File: src/sv/rws_pkg.sv
package rws_pkg;

    localparam logic [1:0] OP_CLEAR = 2'd0;
    localparam logic [1:0] OP_LOAD  = 2'd1;
    localparam logic [1:0] OP_DRAW  = 2'd2;

    localparam logic [2:0] STS_CLEARED  = 3'd0;
    localparam logic [2:0] STS_LOADED   = 3'd1;
    localparam logic [2:0] STS_SELECTED = 3'd2;
    localparam logic [2:0] STS_FULL     = 3'd3;
    localparam logic [2:0] STS_EMPTY    = 3'd4;

    typedef struct packed {
        logic [1:0]  operation;
        logic [31:0] fitness;
        logic [31:0] random_draw;
    } in_item_t;

    typedef struct packed {
        logic [7:0] selected_index;
        logic [2:0] status;
    } out_item_t;

    typedef enum logic [2:0] {
        S_IDLE,
        S_MUL_LO,
        S_MUL_HI,
        S_READ,
        S_CMP,
        S_FIN
    } state_t;

    typedef struct packed {
        logic accept;
        logic mul_lo;
        logic mul_hi;
        logic rd;
        logic cmp;
        logic fin;
    } rws_cmd_t;

    typedef struct packed {
        logic draw_go;
        logic search_done;
    } rws_stat_t;

endpackage

File: src/sv/rws_ctrl.sv
module rws_ctrl
    import rws_pkg::*;
(
    input  logic      clk,
    input  logic      rst_n,
    input  logic      in_valid,
    output logic      in_ready,
    output logic      out_valid,
    input  logic      out_ready,
    input  rws_stat_t stat,
    output rws_cmd_t  cmd
);

    state_t state_reg, state_next;
    logic   out_valid_reg, out_valid_next;
    logic   accept;

    assign in_ready  = (state_reg == S_IDLE) && (!out_valid_reg || out_ready);
    assign accept    = in_valid && in_ready;
    assign out_valid = out_valid_reg;

    always_ff @(posedge clk or negedge rst_n)
    begin
        if (!rst_n)
        begin
            state_reg     <= S_IDLE;
            out_valid_reg <= 1'b0;
        end
        else
        begin
            state_reg     <= state_next;
            out_valid_reg <= out_valid_next;
        end
    end

    always_comb
    begin
        state_next     = state_reg;
        out_valid_next = out_valid_reg && !out_ready;
        cmd            = '0;
        case (state_reg)
            S_IDLE:
            begin
                cmd.accept = accept;
                if (accept)
                begin
                    if (stat.draw_go)
                    begin
                        state_next = S_MUL_LO;
                    end
                    else
                    begin
                        out_valid_next = 1'b1;
                    end
                end
            end
            S_MUL_LO:
            begin
                cmd.mul_lo = 1'b1;
                state_next = S_MUL_HI;
            end
            S_MUL_HI:
            begin
                cmd.mul_hi = 1'b1;
                state_next = S_READ;
            end
            S_READ:
            begin
                if (stat.search_done)
                begin
                    state_next = S_FIN;
                end
                else
                begin
                    cmd.rd     = 1'b1;
                    state_next = S_CMP;
                end
            end
            S_CMP:
            begin
                cmd.cmp    = 1'b1;
                state_next = S_READ;
            end
            S_FIN:
            begin
                cmd.fin        = 1'b1;
                out_valid_next = 1'b1;
                state_next     = S_IDLE;
            end
            default:
            begin
                state_next = S_IDLE;
            end
        endcase
    end

`ifndef NO_ASSERTIONS
    // result slot is always free when a draw completes
    a_fin_slot_free: assert property (@(posedge clk) disable iff (!rst_n)
        (state_reg == S_FIN) |-> !out_valid_reg)
        else $error("draw completed with result slot occupied");

    a_fin_valid: assert property (@(posedge clk) disable iff (!rst_n)
        (state_reg == S_FIN) |=> out_valid_reg)
        else $error("draw result not presented");

    a_draw_start: assert property (@(posedge clk) disable iff (!rst_n)
        (accept && stat.draw_go) |=> (state_reg == S_MUL_LO) && !out_valid_reg)
        else $error("draw did not start search");

    a_busy_no_result: assert property (@(posedge clk) disable iff (!rst_n)
        (state_reg == S_CMP) |-> !out_valid_reg)
        else $error("result pending during search");
`endif

endmodule

File: config.mk
export PLATFORM = sky130hd
export DESIGN_NAME = rws_ctrl
export DESIGN_NICKNAME = d
export VERILOG_FILES = /design/src/sv/rws_pkg.sv /design/src/sv/rws_ctrl.sv
export SDC_FILE = /design/constraint.sdc
export NUM_CORES = 1
export LEC_CHECK = 0
export ABC_AREA = 1
export BUFFER_PORTS_ARGS = -buffer_cell sky130_fd_sc_hd__buf_2
export CAP_MARGIN = 5
export CORE_AREA = 4 4 41 43
export DETAILED_ROUTE_END_ITERATION = 12
export DIE_AREA = 0 0 45 47
export PLACE_DENSITY = 0.48
export SETUP_SLACK_MARGIN = 0.02
export SLEW_MARGIN = 10
export SYNTH_ARGS = -nofsm -noshare
export SYNTH_HDL_FRONTEND = slang
export SYNTH_SLANG_ARGS = --single-unit
export TNS_END_PERCENT = 30
File: constraint.sdc
create_clock -name clk -period 2 [get_ports clk]
set_clock_uncertainty 0.05 [all_clocks]
set_input_delay 0.3 -clock clk [delete_from_list [all_inputs] [get_ports clk]]
set_output_delay 0.3 -clock clk [all_outputs]
set_load 0.02 [all_outputs]
# Word level (Yosys, flattened, before mapping)
# Index checks and enable logic that the tools add are counted.
# op_classes
n_addsub	0
n_mul	0
n_div	0
magnitude_cmp	0
n_eq_ne	7
shifts	0
mux	14
bitwise	0
n_reduce_logical	9
# ops
cell	count
one-hot mux 3 bit (4 select lines)	1
2-to-1 mux 1 bit	10
equality test 3 x 2 -> 1 bit, second input constant	2
equality test 3 bit, second input constant	2
2-to-1 mux 3 bit	2
inequality test 2 bit, second input constant	2
equality test 3 x 1 -> 1 bit, second input constant	1
logical AND 1 bit	3
zero test 3 bit	1
zero test 1 bit	2
one-hot mux 1 bit (2 select lines)	1
AND reduction 2 bit	1
OR reduction 2 bit	1
logical OR 1 bit	1
# totals
regBits	4
latchBits	0
mem_bits_rw	0
mem_bits_ro	0
out_inout_bits	8
elab_cells	32
n_memories	0

# Longest topological paths before layout
# Gate-level depths: netlist of the first run.
# logic_depth
ltp_word	6
depth_mapped	6
ltp_nobuf	6

# Worst setup path after synthesis of the first run
# OpenSTA, ideal clock, no wires.
# synth_timing
path_type	reg-to-output
start	register state_reg[0]
end	output port cmd[5] (netlist bit)
t_arrival_ns	1.203
t_required_ns	1.650
path_slack_ns	0.447
stages_incl_launch_ff	4
n_path_buf	0
cell_sequence	dfrtp_1 > nor2_2 > nand2_2 > nor3b_1
# synth_rtl
element	line	rtl
start: declaration	rws_ctrl.sv:14	state_t state_reg, state_next;
start signal: assignment	rws_ctrl.sv:31	state_reg <= state_next;
end: declaration	rws_ctrl.sv:11	output rws_cmd_t cmd

==> results_dict.tcl, run 1 <==
set metrics [dict create \
    whs_ns 0.2928 \
    drc 0 \
    crit_path_max_fanout 5 \
    root_buffer "clkbuf_4" \
    cts_tree "built" \
    drt_iter0_drc 1 \
    p_leak_uw 0.0002193 \
    seq_area_frac_synth 0.3883 \
    cp_top_family "flip-flops" \
    drt-vias-per-instance 3.892 \
    start_util 0.1981 \
    rsz0062_at_grt "no" \
    die_x_um 45 \
    first_pass_iters 2 \
    antenna_found_initial 0 \
    met3_length_um 32 \
    drive_gt1_frac 0.5000 \
    synthCells 33 \
    syn_area_um2 257.7 \
    post-dp-hpwl_um 500.3 \
    insertion_delay_ns 0.23 \
    grt_max_degree 6 \
    grt.total_usage 0.07052 \
    drv_cap 0 \
    grt_pass1_vias 264 \
    dpl.cell_count 61 \
    vias 253 \
    setup_ws_ns 0.3545 \
    timing.fmax_mhz 607.7 \
    dr_wl_met2_um 325 \
    hold_class "in -> reg" \
    syn2layout_area_growth_pct 45.15 \
    peakVddDrop_mv 0.6500 \
    critPathRequiredTime_ns 1.65 \
    setup_violations 0 \
    worst-path-buf-inv 1 \
    grt_pass1_wl_um 1000 \
    die_area_um2 2115 \
    cpPeakStageDelay_ns 0.44 \
    status "complete, no violations" \
    port_buffers 13 \
    cpMaxStageDelayCell "dfrtp_1" \
    fin_crit_ns 1.645 \
    diodes 0 \
    cp_cell_sequence "nor2_2, nand2_2, nor3b_1, buf_2" \
    die_y_um 47 \
    clock-sinks 4 \
    max_slew_margin 0.8461 \
    gp_congestion 0.7201 \
    start_kind "register" \
    syn_nets 39 \
    min_period_over_period 0.8227 \
    synth_seq_cells 4 \
    cp-end-kind "primary output" \
    critPathKind "reg -> out" \
    hold_viol 0 \
    highest_layer "met3" \
    instances_no_fill 65 \
    worstMarginPinSlew_ns 0.2309 \
    routedWlPerCell_um 8.815 \
    core-area_um2 1301 \
    yosysWarnings 0 \
    drv_slew 0 \
    clock_path_buffers 2 \
    htreeDepth 1 \
    largest_register_ffs 3 \
    place_ws_ns 0.5990 \
    routed_wl_um 573 \
    fin_tns_setup_ns 0 \
    cts_buffers 3 \
    powerDensity_nw_per_um2 1693 \
    nets 58 \
    clk_pin_slew_worst_paths_ns 0.04 \
    row_count 13 \
    worstPathArrival_ns 1.30 \
    io_pins 14 \
    avgSynthCellArea_um2 7.811 \
    yosys.cell_types.count 15 \
    ant_nets 0 \
    grt_overflow 0 \
    met1_length_um 215 \
]
## cell usage in the layout, fill, tap and decap left out
cell type      Yosys  final
dfrtp_1            4      4
dlygate4sd3_1      0      1
nor2_4             2      2
nor3b_1            1      1
nand3_1            1      1
clkbuf_4           0      3
nor3_1             2      2
nor2_1             2      2
inv_2              3      3
nand2_1            3      3
o22ai_1            1      1
buf_2              0     13
nand2_2            1      1
nor2_2             2      2
inv_1              7      7
nand3b_1           2      2
nor3_2             1      1
a31oi_1            1      1
## worst reg2reg max path, stage by stage, from the launching register on
cell and delay (ns):
dfrtp_1 0.44, nor2_2 0.17, nand2_2 0.09, a31oi_1 0.14, nor2_1 0.07
## through the flow
| stage | util | power (uW) | instance area [um2] |
|---|---|---|---|
| 2_1_floorplan | - | 439.3 | 257.7 |
| 3_3_place_gp | 0.2625 | 543.3 | 341.6 |
| 3_5_place_dp | 0.2625 | 543.6 | 341.6 |
| 4_1_cts | 0.2875 | 649.2 | 374.1 |
| 5_1_grt | 0.2875 | 694.3 | 374.1 |
| 6_report | 0.2875 | 633.4 | 374.1 |
## final timing paths
path	start	end	slack, ns	cells after the start
setup reg to reg	state_reg[0]$_DFFE_PN0P_	state_reg[0]$_DFFE_PN0P_	0.92	4
min in group asynchronous	rst_n	out_valid$_DFF_PN0_	0.35	2
max in group asynchronous	rst_n	state_reg[1]$_DFFE_PN0P_	1.44	2
setup / recovery	state_reg[0]$_DFFE_PN0P_	cmd[5]	0.35	4
hold / removal	in_valid	out_valid$_DFF_PN0_	0.29	3
hold reg to reg	out_valid$_DFF_PN0_	out_valid$_DFF_PN0_	0.56	4
## logic make-up (layout without fill, tap and decap cells)
logic type,count (synthesis),after routing,synth area share
and+or+nand+nor,17,17,0.4175
DFF,4,4,0.3884
buffers and inverters,10,27,0.1456
AOI/OAI and AO/OA,2,2,0.04857
## cells in the mapped netlist
cell	number	share of area
inv_2	3	0.044
dfrtp_1	4	0.39
nor2_1	2	0.029
nand2_2	1	0.024
nor3_1	2	0.039
nand3_1	1	0.019
nor2_4	2	0.087
nor3_2	1	0.039
a31oi_1	1	0.024
o22ai_1	1	0.024
nor3b_1	1	0.029
inv_1	7	0.10
nand2_1	3	0.044
nor2_2	2	0.049
nand3b_1	2	0.058
## metal layers
metal	vias to the layer above	GRT usage
met2	4	0.1017
met4	0	0.08772
li1	136	-
met5	-	0
met3	0	0.03065
met1	113	0.06881
## repair_timing
action | CTS | global route
gates resized for setup | 0 | 0
buffers inserted | 0 | 0
endpoints found under the hold margin | 4 | 0
hold buffers | 1 | 0
## area by class of cell
class | instances | area (um2)
multi-input combinational | 19 | 120.1
timing repair buffer | 14 | 75.07
inverter | 10 | 37.54
sequential | 4 | 100.1
clock buffer | 3 | 22.52
tap | 15 | 18.77
fill | 160 | 927.1
## where the power goes
part	internal, uW	switching (uW)	leakage (uW)	total [uW]
Combinational	129	240	0.000154	368
Clock	66.9	29.5	0.0000138	96.4
Sequential	120	48.8	0.0000511	169
Total	315	318	0.000219	633
Power figures use the tool's default switching activity.
==> run 2: changes to the inputs <==
--- a/config.mk
+++ b/config.mk
@@ -11,7 +11,7 @@
 export CORE_AREA = 4 4 41 43
 export DETAILED_ROUTE_END_ITERATION = 12
 export DIE_AREA = 0 0 45 47
-export PLACE_DENSITY = 0.48
+export PLACE_DENSITY = 0.5
 export SETUP_SLACK_MARGIN = 0.02
 export SLEW_MARGIN = 10
 export SYNTH_ARGS = -nofsm -noshare
==> constraint.sdc (replaced) <==
create_clock -name clk -period 1.4 [get_ports clk]
set_clock_uncertainty 0.05 [all_clocks]
set_input_delay 0.21 -clock clk [delete_from_list [all_inputs] [get_ports clk]]
set_output_delay 0.21 -clock clk [all_outputs]
set_load 0.02 [all_outputs]
==> run 2 against run 1 <==
Against the previous run:
- the run now ends with negative setup slack left
- via count is 11% higher
- utilization rose by 6.2 points
- clock power up 45%
- global-route usage up 0.091 points
==> results_dict.tcl, run 2 (synthesis gave the netlist of run 1 again) <==
set metrics [dict create \
    drt-vias-per-instance 4.000 \
    worstPathArrival_ns 1.20 \
    rsz0062_at_grt "yes" \
    min_period_over_period 1.045 \
    setup_ws_ns -0.06354 \
    drv_cap 0 \
    first_pass_iters 1 \
    grt_max_degree 6 \
    critPathKind "reg -> out" \
    cp-end-kind "primary output" \
    whs_path_depth 3 \
    final_cell_mix "buf_2, buf_4, inv_1" \
    dpl.cell_count 61 \
    io_pins 14 \
    cts_tree "built" \
    p_leak_uw 0.0002512 \
    violations "negative setup slack" \
    drc 0 \
    routedWlPerCell_um 9.686 \
    start_util 0.1981 \
    post-route-util 0.3490 \
    cts_buffers 3 \
    hold_class "in -> reg" \
    die_y_um 47 \
    diodes 0 \
    syn2layout_area_growth_pct 76.21 \
    die_x_um 45 \
    setup_violations 3 \
    largest_register_ffs 3 \
    fin_crit_ns 1.464 \
    status "complete, but fails checks" \
    ff2ff_path_depth 5 \
    clock_path_buffers 2 \
    insertion_delay_ns 0.23 \
    vias 280 \
    start_kind "register" \
    worstMarginPinSlew_ns 0.1748 \
    grt_overflow 0 \
    crit_path_max_fanout 5 \
    post-dp-hpwl_um 500.2 \
    drive_gt1_frac 0.6182 \
    routed_wl_um 678 \
    gp_congestion 0.6611 \
    clock-sinks 4 \
    timing.fmax_mhz 683.3 \
    drt_iter0_drc 0 \
    antenna_found_initial 0 \
    clk_pin_slew_worst_paths_ns 0.04 \
    grt_pass1_wl_um 1041 \
    instances_no_fill 70 \
    core-area_um2 1301 \
    hold_viol 0 \
    root_buffer "clkbuf_4" \
    grt.total_usage 0.07143 \
    nets 63 \
    max_slew_margin 0.8826 \
    powerDensity_nw_per_um2 2524 \
    ant_nets 0 \
    die_area_um2 2115 \
    reg2reg_slack_ns 0.29 \
    grt_pass1_vias 283 \
    row_count 13 \
    drv_slew 0 \
    htreeDepth 1 \
    peakVddDrop_mv 0.7260 \
    critPathRequiredTime_ns 1.14 \
    port_buffers 13 \
]
-- run 2: cell types whose count changed in the layout (fill, tap and decap cells not counted), sizes merged --
cell  before  now
buf       13   18
-- run 2: layer usage --
metal,up-vias,routed length [um],track usage
li1,147,-,-
met1,126,254,0.06221
met2,5,373,0.1215
met3,2,43,0.03065
met4,0,6,0.07018
met5,-,0,0
-- run 2: per-stage QoR --
step	setup slack, ns	hold WS, ns	setup TNS (ns)	total power, uW	instance area [um2]
after detailed placement	0.1103	-0.02971	0	779.3	346.6
after global placement	0.1203	-0.03069	0	783.7	346.6
after floorplan	0.06795	-0.1356	0	635.2	262.8
final	-0.06354	0.2093	-0.1323	1146	454.2
after CTS	-0.05263	0.2007	-0.07868	1076	431.7
after global routing	-0.1697	0.2022	-0.4876	1240	454.2
-- run 2: worst max-delay path, stage by stage (launching register included) --
cell and delay (ns):
dfrtp_2 0.43, nor2_4 0.14, nand2_4 0.08, nor3b_2 0.15, buf_4 0.16
-- run 2: final cells by class --
type                       instances  area, um2
clock buffer                       3      22.52
fill                             147      847.1
inverter                          10      37.54
multi-input combinational         19      140.1
sequential                         4      102.6
tap                               15      18.77
timing repair buffer              19      132.6
-- run 2: timing repair --
action	CTS	global route
pin swaps	1	1
endpoints found under the setup margin	6	6
hold buffers	1	0
gates resized for setup	10	2
hold endpoints to repair	4	0
buffers inserted	3	2
gates cloned	0	0
-- run 2: report_power, final --
part           internal [uW]  switching, uW  total (uW)  leakage, uW
registers                177           71.1         248    0.0000488
clock network           95.7           44.1         140    0.0000138
logic                    347            411         758     0.000189
total                    620            527        1150     0.000251
-- run 2: worst paths after layout --
path | startpoint | end
setup reg to reg | state_reg[0]$_DFFE_PN0P_ | state_reg[0]$_DFFE_PN0P_
hold reg to reg | out_valid$_DFF_PN0_ | out_valid$_DFF_PN0_
min in group asynchronous | rst_n | out_valid$_DFF_PN0_
max in group asynchronous | rst_n | state_reg[1]$_DFFE_PN0P_
hold / removal | stat[1] | out_valid$_DFF_PN0_
setup / recovery | state_reg[0]$_DFFE_PN0P_ | cmd[5]
